File: src/hw/rtl/lpc_pkg.sv
package lpc_pkg;

    // Field widths
    localparam int POT_BITS    = 12;
    localparam int GAIN_BITS   = 10;
    localparam int OFFSET_BITS = 10;
    localparam int MARGIN_BITS = 10;
    localparam int DRIVE_BITS  = 8;

    // Error spans height - pot + offset, two bits above the pot width
    localparam int ERR_BITS  = POT_BITS + 2;
    localparam int PROD_BITS = ERR_BITS + GAIN_BITS;
    localparam int Q_SHIFT   = 8;
    localparam int QUOT_BITS = PROD_BITS - Q_SHIFT;

    localparam int DRIVE_LIMIT = 127;

    // Configuration port
    localparam int CFG_INDEX_BITS = 3;
    localparam int CFG_DATA_BITS  = 12;

    localparam logic [CFG_INDEX_BITS-1:0] REG_GAIN_UP       = 3'd0;
    localparam logic [CFG_INDEX_BITS-1:0] REG_GAIN_DOWN     = 3'd1;
    localparam logic [CFG_INDEX_BITS-1:0] REG_LEFT_OFFSET   = 3'd2;
    localparam logic [CFG_INDEX_BITS-1:0] REG_GROUND_HEIGHT = 3'd3;
    localparam logic [CFG_INDEX_BITS-1:0] REG_LOW_HEIGHT    = 3'd4;
    localparam logic [CFG_INDEX_BITS-1:0] REG_MED_HEIGHT    = 3'd5;
    localparam logic [CFG_INDEX_BITS-1:0] REG_HIGH_HEIGHT   = 3'd6;
    localparam logic [CFG_INDEX_BITS-1:0] REG_SAFETY_MARGIN = 3'd7;

    // Register reset values
    localparam logic [GAIN_BITS-1:0]   RST_GAIN_UP       = 10'd154;
    localparam logic [GAIN_BITS-1:0]   RST_GAIN_DOWN     = 10'd51;
    localparam logic [OFFSET_BITS-1:0] RST_LEFT_OFFSET   = 10'd30;
    localparam logic [POT_BITS-1:0]    RST_GROUND_HEIGHT = 12'd550;
    localparam logic [POT_BITS-1:0]    RST_LOW_HEIGHT    = 12'd1300;
    localparam logic [POT_BITS-1:0]    RST_MED_HEIGHT    = 12'd1800;
    localparam logic [POT_BITS-1:0]    RST_HIGH_HEIGHT   = 12'd2500;
    localparam logic [MARGIN_BITS-1:0] RST_SAFETY_MARGIN = 10'd50;

endpackage

File: src/hw/rtl/lpc_p_term.sv
// Proportional term for one side: sign-magnitude Q8 multiply,
// truncated toward zero, saturated to the drive limit.
module lpc_p_term
(
    input  logic signed [lpc_pkg::ERR_BITS-1:0]   err,
    input  logic        [lpc_pkg::GAIN_BITS-1:0]  gain_up,
    input  logic        [lpc_pkg::GAIN_BITS-1:0]  gain_down,
    output logic signed [lpc_pkg::DRIVE_BITS-1:0] drive
);

    localparam logic [lpc_pkg::QUOT_BITS-1:0] LIMIT_Q =
        lpc_pkg::QUOT_BITS'(lpc_pkg::DRIVE_LIMIT);

    logic                              positive;
    logic [lpc_pkg::ERR_BITS-1:0]      magnitude;
    logic [lpc_pkg::GAIN_BITS-1:0]     gain;
    logic [lpc_pkg::PROD_BITS-1:0]     product;
    logic [lpc_pkg::QUOT_BITS-1:0]     quotient;
    logic [lpc_pkg::QUOT_BITS-1:0]     bounded;
    logic [lpc_pkg::DRIVE_BITS-1:0]    bounded_narrow;

    // Positive error uses the up gain, zero or negative the down gain
    assign positive  = (err > 0);
    assign magnitude = positive ? err : -err;
    assign gain      = positive ? gain_up : gain_down;

    assign product  = lpc_pkg::PROD_BITS'(magnitude) * lpc_pkg::PROD_BITS'(gain);
    assign quotient = product[lpc_pkg::PROD_BITS-1:lpc_pkg::Q_SHIFT];

    // Saturate the magnitude, then restore the sign
    assign bounded        = (quotient > LIMIT_Q) ? LIMIT_Q : quotient;
    assign bounded_narrow = bounded[lpc_pkg::DRIVE_BITS-1:0];
    assign drive          = positive ? $signed(bounded_narrow) : -$signed(bounded_narrow);

endmodule

File: src/hw/rtl/lift_position_controller_core.sv
// Channel   Handshake            Payload
// in        in_valid / in_stall  cmd, right_pot, left_pot, btn_raise .. btn_high
// out       out_valid/ out_stall right_drive, left_drive, right_request, left_request
// cfg       cfg_we               cfg_index, cfg_data (write only)
//
// One transaction per cycle sustained while out_stall is low; three register stages
// (input register, control stage register, drive/request register). Nothing
// iterates, so stalls come only from out_stall.
// Reset (rst_n low) loads the register defaults and zeroes all control state.
// Each stage fills while the one after it stalls, so up to three items sit
// in flight while out_stall is high; results stay put until taken.
module lift_position_controller_core
(
    input  logic                                   clk,
    input  logic                                   rst_n,

    input  logic                                   cfg_we,
    input  logic [lpc_pkg::CFG_INDEX_BITS-1:0]     cfg_index,
    input  logic [lpc_pkg::CFG_DATA_BITS-1:0]      cfg_data,

    input  logic                                   in_valid,
    output logic                                   in_stall,
    input  logic                                   cmd,
    input  logic [lpc_pkg::POT_BITS-1:0]           right_pot,
    input  logic [lpc_pkg::POT_BITS-1:0]           left_pot,
    input  logic                                   btn_raise,
    input  logic                                   btn_lower,
    input  logic                                   btn_ground,
    input  logic                                   btn_low,
    input  logic                                   btn_med,
    input  logic                                   btn_high,

    output logic                                   out_valid,
    input  logic                                   out_stall,
    output logic signed [lpc_pkg::DRIVE_BITS-1:0]  right_drive,
    output logic signed [lpc_pkg::DRIVE_BITS-1:0]  left_drive,
    output logic signed [lpc_pkg::DRIVE_BITS-1:0]  right_request,
    output logic signed [lpc_pkg::DRIVE_BITS-1:0]  left_request
);

    localparam int PB = lpc_pkg::POT_BITS;
    localparam int EB = lpc_pkg::ERR_BITS;
    localparam int DB = lpc_pkg::DRIVE_BITS;

    localparam logic signed [DB-1:0] DRIVE_MAX = DB'(lpc_pkg::DRIVE_LIMIT);
    localparam logic signed [DB-1:0] DRIVE_MIN = -DB'(lpc_pkg::DRIVE_LIMIT);
    localparam logic signed [DB:0]   RAMP_MAX  = (DB+1)'(lpc_pkg::DRIVE_LIMIT);
    localparam logic signed [DB:0]   RAMP_MIN  = -(DB+1)'(lpc_pkg::DRIVE_LIMIT);

    typedef enum logic [2:0]
    {
        PRESET_MANUAL = 3'd0,
        PRESET_GROUND = 3'd1,
        PRESET_LOW    = 3'd2,
        PRESET_MED    = 3'd3,
        PRESET_HIGH   = 3'd4
    } preset_t;

    typedef enum logic [1:0]
    {
        REQ_HOLD      = 2'd0,
        REQ_FULL_UP   = 2'd1,
        REQ_FULL_DOWN = 2'd2,
        REQ_ZERO      = 2'd3
    } req_mode_t;

    typedef struct packed
    {
        logic raise;
        logic lower;
        logic ground;
        logic low;
        logic med;
        logic high;
    } buttons_t;

    // Configuration registers
    logic [lpc_pkg::GAIN_BITS-1:0]   gain_up_reg;
    logic [lpc_pkg::GAIN_BITS-1:0]   gain_down_reg;
    logic [lpc_pkg::OFFSET_BITS-1:0] left_offset_reg;
    logic [PB-1:0]                   ground_height_reg;
    logic [PB-1:0]                   low_height_reg;
    logic [PB-1:0]                   med_height_reg;
    logic [PB-1:0]                   high_height_reg;
    logic [lpc_pkg::MARGIN_BITS-1:0] safety_margin_reg;

    // Pipeline control
    logic s0_valid_reg;
    logic s1_valid_reg;
    logic out_valid_reg;
    logic s0_ready;
    logic s1_ready;
    logic s2_ready;
    logic s0_move;
    logic s1_move;

    // Stage 0 payload
    logic          s0_cmd_reg;
    logic [PB-1:0] s0_rpot_reg;
    logic [PB-1:0] s0_lpot_reg;
    buttons_t      s0_btn_reg;

    // Stage 1 payload
    logic                 s1_cmd_reg;
    req_mode_t            s1_mode_reg;
    logic signed [EB-1:0] s1_err_r_reg;
    logic signed [EB-1:0] s1_err_l_reg;

    // Control state
    logic [PB-1:0] previous_height_reg;
    logic [PB-1:0] held_height_reg;
    logic [PB-1:0] held_height_next;
    preset_t       preset_reg;
    preset_t       preset_next;
    logic          braking_reg;
    logic          braking_next;

    // Drive state (also the result register)
    logic signed [DB-1:0] right_target_reg;
    logic signed [DB-1:0] left_target_reg;
    logic signed [DB-1:0] right_applied_reg;
    logic signed [DB-1:0] left_applied_reg;
    logic signed [DB-1:0] right_target_next;
    logic signed [DB-1:0] left_target_next;
    logic signed [DB-1:0] right_applied_next;
    logic signed [DB-1:0] left_applied_next;

    // Stage 1 combinational signals
    logic                 stopped;
    logic                 release_latch;
    logic                 near_top;
    logic                 near_bottom;
    logic signed [EB-1:0] top_threshold;
    logic [EB-1:0]        bottom_threshold;
    req_mode_t            mode;
    logic [PB-1:0]        hold_raw;
    logic [PB-1:0]        hold_height;
    logic signed [EB-1:0] err_r;
    logic signed [EB-1:0] err_l;

    // Stage 2 combinational signals
    logic signed [DB-1:0] right_pterm;
    logic signed [DB-1:0] left_pterm;

    // One step toward the target, clamped to the drive limit
    function automatic logic signed [DB-1:0] ramp_step
    (
        input logic signed [DB-1:0] applied,
        input logic signed [DB-1:0] target
    );
        logic signed [DB:0] moved;
        logic signed [DB:0] clamped;
        if (target > applied)
            moved = (DB+1)'(applied) + (DB+1)'(1);
        else if (target < applied)
            moved = (DB+1)'(applied) - (DB+1)'(1);
        else
            moved = (DB+1)'(applied);
        if (moved > RAMP_MAX)
            clamped = RAMP_MAX;
        else if (moved < RAMP_MIN)
            clamped = RAMP_MIN;
        else
            clamped = moved;
        return clamped[DB-1:0];
    endfunction

    // Handshake: each stage accepts when empty or when it empties this cycle
    assign s2_ready = !out_valid_reg || !out_stall;
    assign s1_ready = !s1_valid_reg || s2_ready;
    assign s0_ready = !s0_valid_reg || s1_ready;
    assign s0_move  = s0_valid_reg && s1_ready;
    assign s1_move  = s1_valid_reg && s2_ready;
    assign in_stall = !s0_ready;

    // Configuration writes
    always_ff @(posedge clk or negedge rst_n)
    begin
        if (!rst_n)
        begin
            gain_up_reg       <= lpc_pkg::RST_GAIN_UP;
            gain_down_reg     <= lpc_pkg::RST_GAIN_DOWN;
            left_offset_reg   <= lpc_pkg::RST_LEFT_OFFSET;
            ground_height_reg <= lpc_pkg::RST_GROUND_HEIGHT;
            low_height_reg    <= lpc_pkg::RST_LOW_HEIGHT;
            med_height_reg    <= lpc_pkg::RST_MED_HEIGHT;
            high_height_reg   <= lpc_pkg::RST_HIGH_HEIGHT;
            safety_margin_reg <= lpc_pkg::RST_SAFETY_MARGIN;
        end
        else if (cfg_we)
        begin
            unique case (cfg_index)
                lpc_pkg::REG_GAIN_UP:
                    gain_up_reg <= cfg_data[lpc_pkg::GAIN_BITS-1:0];
                lpc_pkg::REG_GAIN_DOWN:
                    gain_down_reg <= cfg_data[lpc_pkg::GAIN_BITS-1:0];
                lpc_pkg::REG_LEFT_OFFSET:
                    left_offset_reg <= cfg_data[lpc_pkg::OFFSET_BITS-1:0];
                lpc_pkg::REG_GROUND_HEIGHT:
                    ground_height_reg <= cfg_data[PB-1:0];
                lpc_pkg::REG_LOW_HEIGHT:
                    low_height_reg <= cfg_data[PB-1:0];
                lpc_pkg::REG_MED_HEIGHT:
                    med_height_reg <= cfg_data[PB-1:0];
                lpc_pkg::REG_HIGH_HEIGHT:
                    high_height_reg <= cfg_data[PB-1:0];
                lpc_pkg::REG_SAFETY_MARGIN:
                    safety_margin_reg <= cfg_data[lpc_pkg::MARGIN_BITS-1:0];
            endcase
        end
    end

    // Input register
    always_ff @(posedge clk)
    begin
        if (s0_ready)
        begin
            s0_cmd_reg  <= cmd;
            s0_rpot_reg <= right_pot;
            s0_lpot_reg <= left_pot;
            s0_btn_reg  <= '{raise: btn_raise, lower: btn_lower, ground: btn_ground,
                             low: btn_low, med: btn_med, high: btn_high};
        end
    end

    // Control stage: next control state
    assign stopped       = (s0_rpot_reg == previous_height_reg);
    assign release_latch = !s0_btn_reg.raise && !s0_btn_reg.lower &&
                           (preset_reg == PRESET_MANUAL) && braking_reg && stopped;

    always_comb
    begin
        if (s0_btn_reg.ground)
            preset_next = PRESET_GROUND;
        else if (s0_btn_reg.low)
            preset_next = PRESET_LOW;
        else if (s0_btn_reg.med)
            preset_next = PRESET_MED;
        else if (s0_btn_reg.high)
            preset_next = PRESET_HIGH;
        else if (s0_btn_reg.raise || s0_btn_reg.lower)
            preset_next = PRESET_MANUAL;
        else
            preset_next = preset_reg;

        if (s0_btn_reg.raise || s0_btn_reg.lower)
            braking_next = 1'b1;
        else if (release_latch)
            braking_next = 1'b0;
        else
            braking_next = braking_reg;

        held_height_next = release_latch ? s0_rpot_reg : held_height_reg;
    end

    // End stop windows, signed so a margin above the top height still works
    assign top_threshold    = $signed({2'b00, high_height_reg}) -
                              $signed(EB'(safety_margin_reg));
    assign bottom_threshold = EB'(ground_height_reg) + EB'(safety_margin_reg);
    assign near_top         = $signed({2'b00, s0_rpot_reg}) > top_threshold;
    assign near_bottom      = EB'(s0_rpot_reg) < bottom_threshold;

    // Request kind and raw hold height; a preset overrides manual drive
    always_comb
    begin
        mode     = REQ_ZERO;
        hold_raw = held_height_reg;
        if (preset_next != PRESET_MANUAL)
        begin
            mode = REQ_HOLD;
            unique case (preset_next)
                PRESET_GROUND: hold_raw = ground_height_reg;
                PRESET_LOW:    hold_raw = low_height_reg;
                PRESET_MED:    hold_raw = med_height_reg;
                default:       hold_raw = high_height_reg;
            endcase
        end
        else if (s0_btn_reg.raise)
        begin
            mode     = near_top ? REQ_HOLD : REQ_FULL_UP;
            hold_raw = high_height_reg;
        end
        else if (s0_btn_reg.lower)
        begin
            mode     = near_bottom ? REQ_HOLD : REQ_FULL_DOWN;
            hold_raw = ground_height_reg;
        end
        else if (!braking_reg && (held_height_reg != '0))
        begin
            mode = REQ_HOLD;
        end
    end

    // Bound the hold height, then form both side errors
    always_comb
    begin
        if (hold_raw > high_height_reg)
            hold_height = high_height_reg;
        else if (hold_raw < ground_height_reg)
            hold_height = ground_height_reg;
        else
            hold_height = hold_raw;
    end

    assign err_r = $signed(EB'(hold_height)) - $signed(EB'(s0_rpot_reg));
    assign err_l = $signed(EB'(hold_height)) - $signed(EB'(s0_lpot_reg)) +
                   $signed({{(EB-lpc_pkg::OFFSET_BITS){left_offset_reg[lpc_pkg::OFFSET_BITS-1]}},
                            left_offset_reg});

    // Control state and stage valids
    always_ff @(posedge clk or negedge rst_n)
    begin
        if (!rst_n)
        begin
            s0_valid_reg        <= 1'b0;
            s1_valid_reg        <= 1'b0;
            out_valid_reg       <= 1'b0;
            previous_height_reg <= '0;
            held_height_reg     <= '0;
            preset_reg          <= PRESET_MANUAL;
            braking_reg         <= 1'b0;
        end
        else
        begin
            if (s0_ready)
                s0_valid_reg <= in_valid;
            if (s1_ready)
                s1_valid_reg <= s0_valid_reg;
            if (s2_ready)
                out_valid_reg <= s1_valid_reg;
            if (s0_move && !s0_cmd_reg)
            begin
                previous_height_reg <= s0_rpot_reg;
                held_height_reg     <= held_height_next;
                preset_reg          <= preset_next;
                braking_reg         <= braking_next;
            end
        end
    end

    // Control stage register
    always_ff @(posedge clk)
    begin
        if (s1_ready)
        begin
            s1_cmd_reg   <= s0_cmd_reg;
            s1_mode_reg  <= mode;
            s1_err_r_reg <= err_r;
            s1_err_l_reg <= err_l;
        end
    end

    // Result stage: proportional terms
    lpc_p_term u_p_right
    (
        .err       (s1_err_r_reg),
        .gain_up   (gain_up_reg),
        .gain_down (gain_down_reg),
        .drive     (right_pterm)
    );

    lpc_p_term u_p_left
    (
        .err       (s1_err_l_reg),
        .gain_up   (gain_up_reg),
        .gain_down (gain_down_reg),
        .drive     (left_pterm)
    );

    // Ramp tick moves the applied drives, control tick sets the requests
    always_comb
    begin
        right_target_next  = right_target_reg;
        left_target_next   = left_target_reg;
        right_applied_next = right_applied_reg;
        left_applied_next  = left_applied_reg;
        if (s1_cmd_reg)
        begin
            right_applied_next = ramp_step(right_applied_reg, right_target_reg);
            left_applied_next  = ramp_step(left_applied_reg, left_target_reg);
        end
        else
        begin
            unique case (s1_mode_reg)
                REQ_HOLD:
                begin
                    right_target_next = right_pterm;
                    left_target_next  = left_pterm;
                end
                REQ_FULL_UP:
                begin
                    right_target_next = DRIVE_MAX;
                    left_target_next  = DRIVE_MAX;
                end
                REQ_FULL_DOWN:
                begin
                    right_target_next = DRIVE_MIN;
                    left_target_next  = DRIVE_MIN;
                end
                REQ_ZERO:
                begin
                    right_target_next = '0;
                    left_target_next  = '0;
                end
            endcase
        end
    end

    always_ff @(posedge clk or negedge rst_n)
    begin
        if (!rst_n)
        begin
            right_target_reg  <= '0;
            left_target_reg   <= '0;
            right_applied_reg <= '0;
            left_applied_reg  <= '0;
        end
        else if (s1_move)
        begin
            right_target_reg  <= right_target_next;
            left_target_reg   <= left_target_next;
            right_applied_reg <= right_applied_next;
            left_applied_reg  <= left_applied_next;
        end
    end

    assign out_valid     = out_valid_reg;
    assign right_drive   = right_applied_reg;
    assign left_drive    = left_applied_reg;
    assign right_request = right_target_reg;
    assign left_request  = left_target_reg;

    // Ramp ticks never touch the requests
    a_ramp_keeps_request: assert property (@(posedge clk) disable iff (!rst_n)
        s1_move && s1_cmd_reg |=> $stable(right_target_reg) && $stable(left_target_reg))
        else $error("request changed on a ramp tick");

    // Control ticks never touch the applied drives
    a_ctrl_keeps_applied: assert property (@(posedge clk) disable iff (!rst_n)
        s1_move && !s1_cmd_reg |=> $stable(right_applied_reg) && $stable(left_applied_reg))
        else $error("applied drive changed on a control tick");

    // Right applied drive moves by at most one step per transaction
    a_ramp_single_step: assert property (@(posedge clk) disable iff (!rst_n)
        s1_move |=> (right_applied_reg == $past(right_applied_reg) ||
                     right_applied_reg == $past(right_applied_reg) + DB'(1) ||
                     right_applied_reg == $past(right_applied_reg) - DB'(1)))
        else $error("right applied drive jumped");

    // The hold height is latched only when braking ends
    a_latch_on_release: assert property (@(posedge clk) disable iff (!rst_n)
        !$stable(held_height_reg) |-> $fell(braking_reg))
        else $error("hold height changed outside a brake release");

endmodule
File: config.mk
export PLATFORM = sky130hd
export DESIGN_NAME = lift_position_controller_core
export DESIGN_NICKNAME = d
export VERILOG_FILES = /design/src/hw/rtl/lpc_pkg.sv /design/src/hw/rtl/lpc_p_term.sv /design/src/hw/rtl/lift_position_controller_core.sv
export SDC_FILE = /design/constraint.sdc
export NUM_CORES = 1
export LEC_CHECK = 0
export BUFFER_PORTS_ARGS = -buffer_cell sky130_fd_sc_hd__buf_4
export CELL_PAD_IN_SITES_DETAIL_PLACEMENT = 1
export CELL_PAD_IN_SITES_GLOBAL_PLACEMENT = 2
export CORE_MARGIN = 10
export CORE_UTILIZATION = 40
export CTS_CLUSTER_SIZE = 12
export DETAILED_ROUTE_END_ITERATION = 7
export PLACE_DENSITY = 0.79
export SYNTH_ARGS = -nofsm -noshare
export SYNTH_HDL_FRONTEND = slang
export SYNTH_SLANG_ARGS = --single-unit
File: constraint.sdc
create_clock -name clk -period 10.7 [get_ports clk]
set_input_delay 0 -clock clk [delete_from_list [all_inputs] [get_ports clk]]
set_output_delay 0 -clock clk [all_outputs]
set_load 0.01 [all_outputs]
After elaboration in Yosys (flattened, before gate mapping):

Cells that the tools add are included.

* bits in registers: 212
* output and inout port bits: 34
* input bits: 51

* $mul: 2
* add/subtract/negate cells: 13
* bitwise operators: 1
* reductions and logical operators: 39
* magnitude comparators: 16
* mux-type cells: 38
* equal/unequal tests: 14

Operators by type and width (count)
* $mux 8: 8
* $pmux 8 s4: 2
* $mux 12: 5
* $mux 9: 6
* $mul 14x10->24: 2
* $pmux 12 s3: 1
* $gt 16x7->1 const B: 2
* $mux 14: 2
* $sub 12x12->13: 2
* $reduce_and 2->1: 12
* $mux 10: 2
* $add 8x2->9 const B: 2
* $gt 9x8->1 const B: 2
* $lt 9x8->1 const B: 2
* $sub 8x2->9 const B: 2
* $gt 8x8->1: 2
* $lt 8x8->1: 2
* $neg 8->8: 2
* $mux 3: 5
* $add 13x10->14: 1
* $gt 14x1->1 const B: 1
* $neg 13->14: 1
* $neg 14->14: 1
* $add 12x10->13: 1
* 23 further kinds: 55

Depth between registers and ports, before layout:

Gate-level depths: netlist (run 1).

* depth after elaboration: 14
* depth in mapped cells: 36
* gate-level depth less buffers: 35

By module:

Synthesis (run 1) repeated with hierarchy kept, for this count alone.

* cell total of the unflattened synthesis: 2683
* area, all modules: 24090.6 µm²

Modules (own cells, without submodules)
* lift_position_controller_core: area an instance 13372.8 µm², times used 1, cells each 1311, seq. area each 5650.4 µm²
* lpc_p_term at u_p_left: area an instance 5410.2 µm², times used 1, cells each 689, seq. area each 0.0 µm²
* lpc_p_term at u_p_right: area an instance 5307.6 µm², times used 1, cells each 683, seq. area each 0.0 µm²

Worst setup path after synthesis (run 1):

Ideal clock, no wire load.

* path type: register to register
* from: register s1_err_l_reg[0]
* to: register left_target_reg[6], in the netlist left_request[6]
* data required time: 10.579 ns
* clock period less this slack: 8.068 ns
* setup slack: 2.632 ns
* stages on the path, launching flop included: 32
* library setup time: 0.121 ns
* data arrival time: 7.947 ns
* path buffers: 2
* path through: edfxtp_1 > inv_1 > ha_1 > nor3b_1 > nand2_1 > o21bai_1 > clkbuf_1 > nand2_1 > nand2_1 > clkbuf_1 > nand2_1 > fa_1 > inv_1 > fa_1 > inv_1 > fa_1 > inv_1 > fa_1 > inv_1 > fa_1 > inv_1 > ha_1 > a21oi_1 > o21a_1 > nand2_1 > and4_1 > o211a_1 > or3_1 > a2111oi_2 > and3_1 > mux2_2 > o22a_1

* word-level cells in the longest chain between the ends: 8

RTL lines
* start: declaration: line lift_position_controller_core.sv:107 `logic signed [EB-1:0] s1_err_l_reg;`
* start signal: assignment: line lift_position_controller_core.sv:349 `s1_err_l_reg <= err_l;`
* $neg 14->14 or $gt 14x1->1 (tied branches): line lpc_p_term.sv:24, lpc_p_term.sv:23
* $mux 14 or $mux 10 (tied branches): line lpc_p_term.sv:24, lpc_p_term.sv:25
* $mul 14x10->24: line lpc_p_term.sv:27 `assign product = lpc_pkg::PROD_BITS'(magnitude) * lpc_pkg::PROD_BITS'(gain);`
* $gt 16x7->1: line lpc_p_term.sv:31 `assign bounded = (quotient > LIMIT_Q) ? LIMIT_Q : quotient;`
* $mux 8: line lpc_p_term.sv:31
* $neg 8->8: line lpc_p_term.sv:33 `assign drive = positive ? $signed(bounded_narrow) : -$signed(bounded_narrow);`
* $mux 8 (*): line lpc_p_term.sv:33
* $pmux 8 s4 (*): line lift_position_controller_core.sv:384 `unique case (s1_mode_reg)`
* end signal: assignment: line lift_position_controller_core.sv:421 `left_target_reg <= left_target_next;`
* end: declaration: line lift_position_controller_core.sv:120 `logic signed [DB-1:0] left_target_reg;`

Mark *: on every way between the ends. The rest lies on a longest branch, timed or not.
A chain may end at the register's enable or synchronous reset.

Worst setup path after layout (run 1):

* from: register s1_err_r_reg[0]
* to: register right_target_reg[4], in the netlist right_request[4]

* word-level cells in the longest chain between the ends: 8

RTL lines
* start: declaration: line lift_position_controller_core.sv:106 `logic signed [EB-1:0] s1_err_r_reg;`
* start signal: assignment: line lift_position_controller_core.sv:348 `s1_err_r_reg <= err_r;`
* $neg 13->14 or $gt 13x1->1 (tied branches): line lpc_p_term.sv:24, lpc_p_term.sv:23
* $mux 14 or $mux 10 (tied branches): line lpc_p_term.sv:24, lpc_p_term.sv:25
* $mul 14x10->24: line lpc_p_term.sv:27
* $gt 16x7->1: line lpc_p_term.sv:31
* $mux 8: line lpc_p_term.sv:31
* $neg 8->8: line lpc_p_term.sv:33
* $mux 8 (*): line lpc_p_term.sv:33
* $pmux 8 s4 (*): line lift_position_controller_core.sv:384
* end signal: assignment: line lift_position_controller_core.sv:420 `right_target_reg <= right_target_next;`
* end: declaration: line lift_position_controller_core.sv:119 `logic signed [DB-1:0] right_target_reg;`

Marked as above.

==> results of run 1 <==
final timing paths:
kind	depth (start not counted)	slack, ns	to	from
max	25	1.38	right_request[4]	s1_err_r_reg[0]
min	2	0.04	right_drive[1]	rst_n
max reg2reg	25	1.38	right_request[4]	s1_err_r_reg[0]
min reg2reg	0	0.45	s1_cmd_reg	s0_cmd_reg
max in group asynchronous	3	9.12	ground_height_reg[0]	rst_n
min in group clk	4	0.05	left_offset_reg[2]	cfg_index[0]
cells in the mapped netlist (8+ instances only):
master	n
and2_1	28
nand3_1	33
o221ai_1	8
a21boi_0	16
o31ai_1	16
or2_2	9
dfstp_2	32
and4_1	8
a211oi_1	12
mux2_2	111
o21ai_0	114
nand2_1	330
nand2b_1	23
inv_1	343
xor2_1	31
nor2_1	225
edfxtp_1	61
o21a_1	27
buf_1	9
a221oi_1	9
fa_1	191
dfrtp_1	119
xnor2_1	81
a22oi_1	12
a31oi_1	15
a21o_1	34
nor3_1	45
nor4_1	14
nor3b_1	8
o21bai_1	19
mux2i_1	50
a21oi_1	100
or3_1	15
nand4_1	34
ha_1	242
and3_1	12
clkbuf_1	62
nor2b_1	19
o211ai_1	13
area by class of cell:
type | count | area [µm²] | area share, %
Multi-Input combinational cell | 2022 | 16700 | 62.0
Sequential cell | 212 | 5650 | 21.0
Timing Repair Buffer | 163 | 1340 | 4.98
Inverter | 343 | 1290 | 4.78
Tap cell | 773 | 967 | 3.59
Clock buffer | 36 | 782 | 2.90
Clock inverter | 16 | 205 | 0.761
cell families after synthesis:
| group | Yosys count |
|---|---|
| buffers and inverters | 416 |
| AO/OA/AOI/OAI | 482 |
| adder cells (fa/ha/maj) | 437 |
| multiplexers | 162 |
| XOR/XNOR | 113 |
| AND/OR/NAND/NOR | 828 |
| flip-flops | 212 |
metrics by stage:
stage                     hold slack [ns]  std cells  worst slack (ns)
after detailed placement           0.0912       3467              1.46
after floorplan                    -0.296       2650              2.63
after global placement             0.0823       3467              1.61
after global routing               0.0468       3565             0.746
after CTS                          0.0139       3565              1.38
final                              0.0362       3565              1.38
metal layers:
layer / vias to the layer above / global-route usage (%)
li1: 9327 / -
met1: 10200 / 26.7
met2: 313 / 39.1
met3: 121 / 2.59
met4: 4 / 7.02
met5: - / 0
timing repair:
action,in CTS,in global routing
buffers inserted,0,0
hold endpoints to repair,200,0
hold buffers,46,0
==> results.py, run 1 <==
metrics = {
    "timing": {
        "period_share_pct": 87.1,
        "max_slew_margin_pct": 18.3,
        "slew_viol_final": 0,
        "final.min_clock_period_ns": 9.32,
        "hold_viol": 0,
        "tightest_slew_ns": 1.22,
        "setup_violations": 0,
        "setup_tns_ns": 0,
        "fmax_mhz": 107,
        "rsz0062_at_grt": "no",
        "skew_ns": 0.0546,
    },
    "synth": {
        "ys_warn_count": 0,
        "synth_area_per_cell_um2": 9.03,
        "synth.ff_latch_count": 212,
        "yosysSeqAreaShare_pct": 23.6,
        "synth-simple-area-share_pct": 15.9,
        "ys.flop_type": "dfrtp_1",
        "syn_area_mm2": 0.0239,
        "async_flop_share_pct": 71.2,
        "synth_top_family_by_area": "adder cells",
        "synthAdderAreaFrac_pct": 28.8,
        "synth_top_cell_area_share_pct": 16.0,
        "synth_edf_count": 61,
        "synthMuxAreaShare_pct": 7.38,
        "synth.distinct_cells": 84,
        "syn_nets": 3134,
        "postSynthCellCount": 2650,
        "synth_top_cell_by_area": "fa_1",
        "synthXorXnorAreaFrac_pct": 4.20,
        "synth_compound_area_share_pct": 13.6,
        "synth.area.top_cells": "fa_1 16%, ha_1 13%, dfrtp_1 12%",
    },
    "setup_path": {
        "cp_slowest_stage_delay_ns": 0.85,
        "required_ns": 11.10,
        "crit_arrival_ns": 9.72,
        "path_buf_inv": 4,
        "start_kind": "flop",
        "cp_top_family": "adder cells",
        "crit_path_frequent_cell": "fa_1",
        "path_class": "reg2reg",
        "slowest_stage": "xor2_1",
        "end_kind": "flop",
        "worstPathMaxFanout": 20,
    },
    "global_routing": {
        "antenna_found_initial": 2,
        "grt_pass1_vias": 21700,
        "grt_max_degree": 81,
        "grt_pass1_wl_um": 122000,
        "grt_overflow": 0,
        "grtUsageTotal_pct": 21.8,
    },
    "routing": {
        "drt-met1-wl_um": 33300,
        "postRouteAntennaNets": 0,
        "highest_layer": "met5",
        "wl_met3_um": 2490,
        "drt_iter0_markers": 957,
        "vias_per_cell": 5.59,
        "drc": 0,
        "via_count": 19900,
        "wl_met2_um": 38300,
        "wire_per_inst_um": 21.6,
        "wl_um": 76900,
        "drtPass1Iterations": 5,
    },
    "cts": {
        "max-clock-path-buffers": 3,
        "cts_buffers": 28,
        "cts_resized": 0,
        "path_clk_slew_ns": 0.08,
        "worstSkewPairLatency_ns": 0.61,
        "h-tree-depth": 1,
        "tritoncts": "done",
        "cts_num_sinks": 212,
        "cts-root-buf": "clkbuf_16",
    },
    "layout": {
        "final_common_cell": "inv_1",
        "stdcell_area_mm2": 0.0269,
        "layout_common_cells": "343 x inv_1, 330 x nand2_1, 242 x ha_1",
        "layout-drive-gt1-share_pct": 11.9,
        "antenna-diode-count": 0,
        "largest_reg_flops": 14,
        "nNetsFinal": 3254,
        "finish.utilization_pct": 45.6,
        "area_growth_pct": 12.7,
        "fill_cells": 6802,
    },
    "floorplan": {
        "io_pins": 85,
        "num_rows": 89,
        "initial_core_util_pct": 40.4,
        "die_area_mm2": 0.0700,
        "core_mm2": 0.0591,
        "die_h_um": 265,
        "die_w_um": 265,
    },
    "placement": {
        "io_buffers": 84,
        "place.gp.congestion": 0.904,
        "dp_hpwl_um": 61600,
        "dpl_cell_area_mm2": 0.0255,
    },
    "run": {
        "cap_viol_max_count": 0,
    },
    "outcome": {
        "status": "completed",
    },
    "min_path": {
        "hold_path.class": "in2async",
    },
}
Power of run 1 is not shown: default switching activity piles up to over one toggle a cycle in this logic, so the estimate is an artifact.
==> run 2: changes to the inputs <==
--- a/config.mk
+++ b/config.mk
@@ -9,10 +9,10 @@
 export CELL_PAD_IN_SITES_DETAIL_PLACEMENT = 1
 export CELL_PAD_IN_SITES_GLOBAL_PLACEMENT = 2
 export CORE_MARGIN = 10
-export CORE_UTILIZATION = 40
+export CORE_UTILIZATION = 37
 export CTS_CLUSTER_SIZE = 12
 export DETAILED_ROUTE_END_ITERATION = 7
-export PLACE_DENSITY = 0.79
+export PLACE_DENSITY = 0.76
 export SYNTH_ARGS = -nofsm -noshare
 export SYNTH_HDL_FRONTEND = slang
 export SYNTH_SLANG_ARGS = --single-unit
==> constraint.sdc (replaced) <==
create_clock -name clk -period 7.7 [get_ports clk]
set_input_delay 0 -clock clk [delete_from_list [all_inputs] [get_ports clk]]
set_output_delay 0 -clock clk [all_outputs]
set_load 0.01 [all_outputs]
==> run 2 against run 1 <==
Maximum frequency up 23%. Largest cell class unchanged. Routed wire length up 8.2%. Die area up 7.5%. Worst hold slack worse by 0.0063 ns. Core utilization up 1.7 points. Cell count up 10%. Critical path type unchanged.
==> results.py, run 2 (synthesis results as in run 1) <==
metrics = {
    "global_routing": {
        "grt_pass1_vias": 23300,
        "grt_max_degree": 58,
        "grt_pass1_wl_um": 130000,
        "grt_overflow": 0,
        "antenna_found_initial": 0,
        "grtUsageTotal_pct": 21.6,
    },
    "routing": {
        "wl_um": 83200,
        "drt_iter0_markers": 743,
        "vias_per_cell": 5.36,
        "postRouteAntennaNets": 0,
        "drtPass1Iterations": 5,
        "wire_per_inst_um": 21.2,
        "drc": 0,
        "via_count": 21100,
    },
    "cts": {
        "h-tree-depth": 1,
        "max-clock-path-buffers": 3,
        "cts_buffers": 28,
        "cts-root-buf": "clkbuf_16",
        "cts_num_sinks": 212,
        "path_clk_slew_ns": 0.06,
        "tritoncts": "done",
        "worstSkewPairLatency_ns": 0.61,
    },
    "floorplan": {
        "core_mm2": 0.0642,
        "die_h_um": 274,
        "die_w_um": 274,
        "num_rows": 93,
        "io_pins": 85,
        "die_area_mm2": 0.0752,
        "initial_core_util_pct": 37.2,
    },
    "timing": {
        "tightest_slew_ns": 0.924,
        "slew_viol_final": 0,
        "fin_ws_ns": 0.0964,
        "rsz0062_at_grt": "yes",
        "period_share_pct": 98.7,
        "setup_tns_ns": 0,
        "fmax_mhz": 132,
        "final.min_clock_period_ns": 7.60,
        "hold_viol": 0,
        "max_slew_margin_pct": 38.0,
        "setup_violations": 0,
        "skew_ns": 0.0592,
    },
    "setup_path": {
        "timing.rr.start": "s1_err_r_reg[1]",
        "path_class": "reg2reg",
        "worstPathMaxFanout": 6,
        "required_ns": 8.15,
        "rrSetupSlack_ns": 0.1,
        "crit_start": "s1_err_r_reg[1]",
        "cp_slowest_stage_delay_ns": 0.61,
        "start_kind": "flop",
        "worstReg2RegEnd": "right_request[5]",
        "crit_arrival_ns": 8.05,
        "end_kind": "flop",
        "slowest_stage": "or4_4",
        "ff2ff_path_depth": 29,
    },
    "layout": {
        "nNetsFinal": 3537,
        "layout_common_cells": "378 x buf_4, 335 x inv_1, 306 x nand2_1",
        "final_common_cell": "buf_4",
        "layout-drive-gt1-share_pct": 25.4,
        "largest_reg_flops": 14,
        "area_growth_pct": 27.0,
    },
    "run": {
        "cap_viol_max_count": 0,
    },
    "placement": {
        "io_buffers": 84,
        "place.gp.congestion": 0.921,
        "dp_slack_ns": -0.202,
        "dp_hpwl_um": 66700,
    },
    "min_path": {
        "hold_end": "gain_down_reg[6]",
        "hold_path_depth": 3,
        "hold_path.class": "in2reg",
        "worstHoldStart": "cfg_index[1]",
    },
    "outcome": {
        "status": "completed",
    },
}
==> run 2: changes by cell type in the layout (fill, tap and decap cells not counted), moves of 12 or more <==
cell and change:
o21ai_1 +12, o21ai_0 -19, a21oi_2 +12, nand2_1 -24, buf_4 +262, buf_6 +14
ha_1 -20, nand2_2 +19, ha_4 +17, a21oi_1 -13
==> run 2: routing by layer <==
layer	up-vias	part of all wire [%]	GRT usage, %
met5	-	0	0
met4	0	3.1	6.36
met3	123	3.0	2.36
met2	365	51	39.6
met1	10700	43	26.2
li1	9899	-	-
==> run 2: how the worst max path moves through the flow <==
stage,depth (start not counted),end,slack (ns)
after floorplan,31,left_request[6],0.007
after global placement,30,left_request[4],-0.17
after detailed placement,30,left_request[4],-0.20
after CTS,30,right_request[5],0.001
after global routing,29,right_request[5],-0.14
final,29,right_request[5],0.1
==> run 2: repair_timing <==
action,CTS,global route
setup buffers,15,30
gates cloned,3,1
endpoints found under the setup margin,15,21
resized for setup,73,169
endpoints found under the hold margin,182,0
hold buffers,47,0
pin swaps,18,96
==> run 2: critical path, delay by kind of cell (launching register included) <==
| family | cells | cell delay, ns |
|---|---|---|
| AO/OA/AOI/OAI | 7 | 1.37 |
| buffers and inverters | 6 | 0.55 |
| AND/OR/NAND/NOR | 9 | 2.34 |
| flip-flops | 1 | 0.39 |
| adder cells (fa/ha/maj) | 7 | 2.85 |
==> run 2: metrics by stage <==
step | instance area, µm² | hold slack [ns] | util, % | std cells
2_1_floorplan | 24000 | -0.296 | - | 2650
3_3_place_gp | 27400 | -0.0378 | 42.7 | 3782
3_5_place_dp | 27400 | -0.0345 | 42.7 | 3782
4_1_cts | 29400 | 0.00223 | 45.7 | 3899
5_1_grt | 30400 | 0.0255 | 47.3 | 3930
6_report | 30400 | 0.0299 | 47.3 | 3932
==> run 2: area by class of cell <==
cell class | instances | area, µm²
fill | 7359 | 33800
multi-input combinational | 2023 | 17800
sequential | 212 | 5650
timing repair buffer | 445 | 3580
inverter | 343 | 1290
tap | 855 | 1070
clock buffer | 36 | 826
clock inverter | 16 | 176
antenna | 2 | 5.00
Power of run 2 is left out for the same reason.
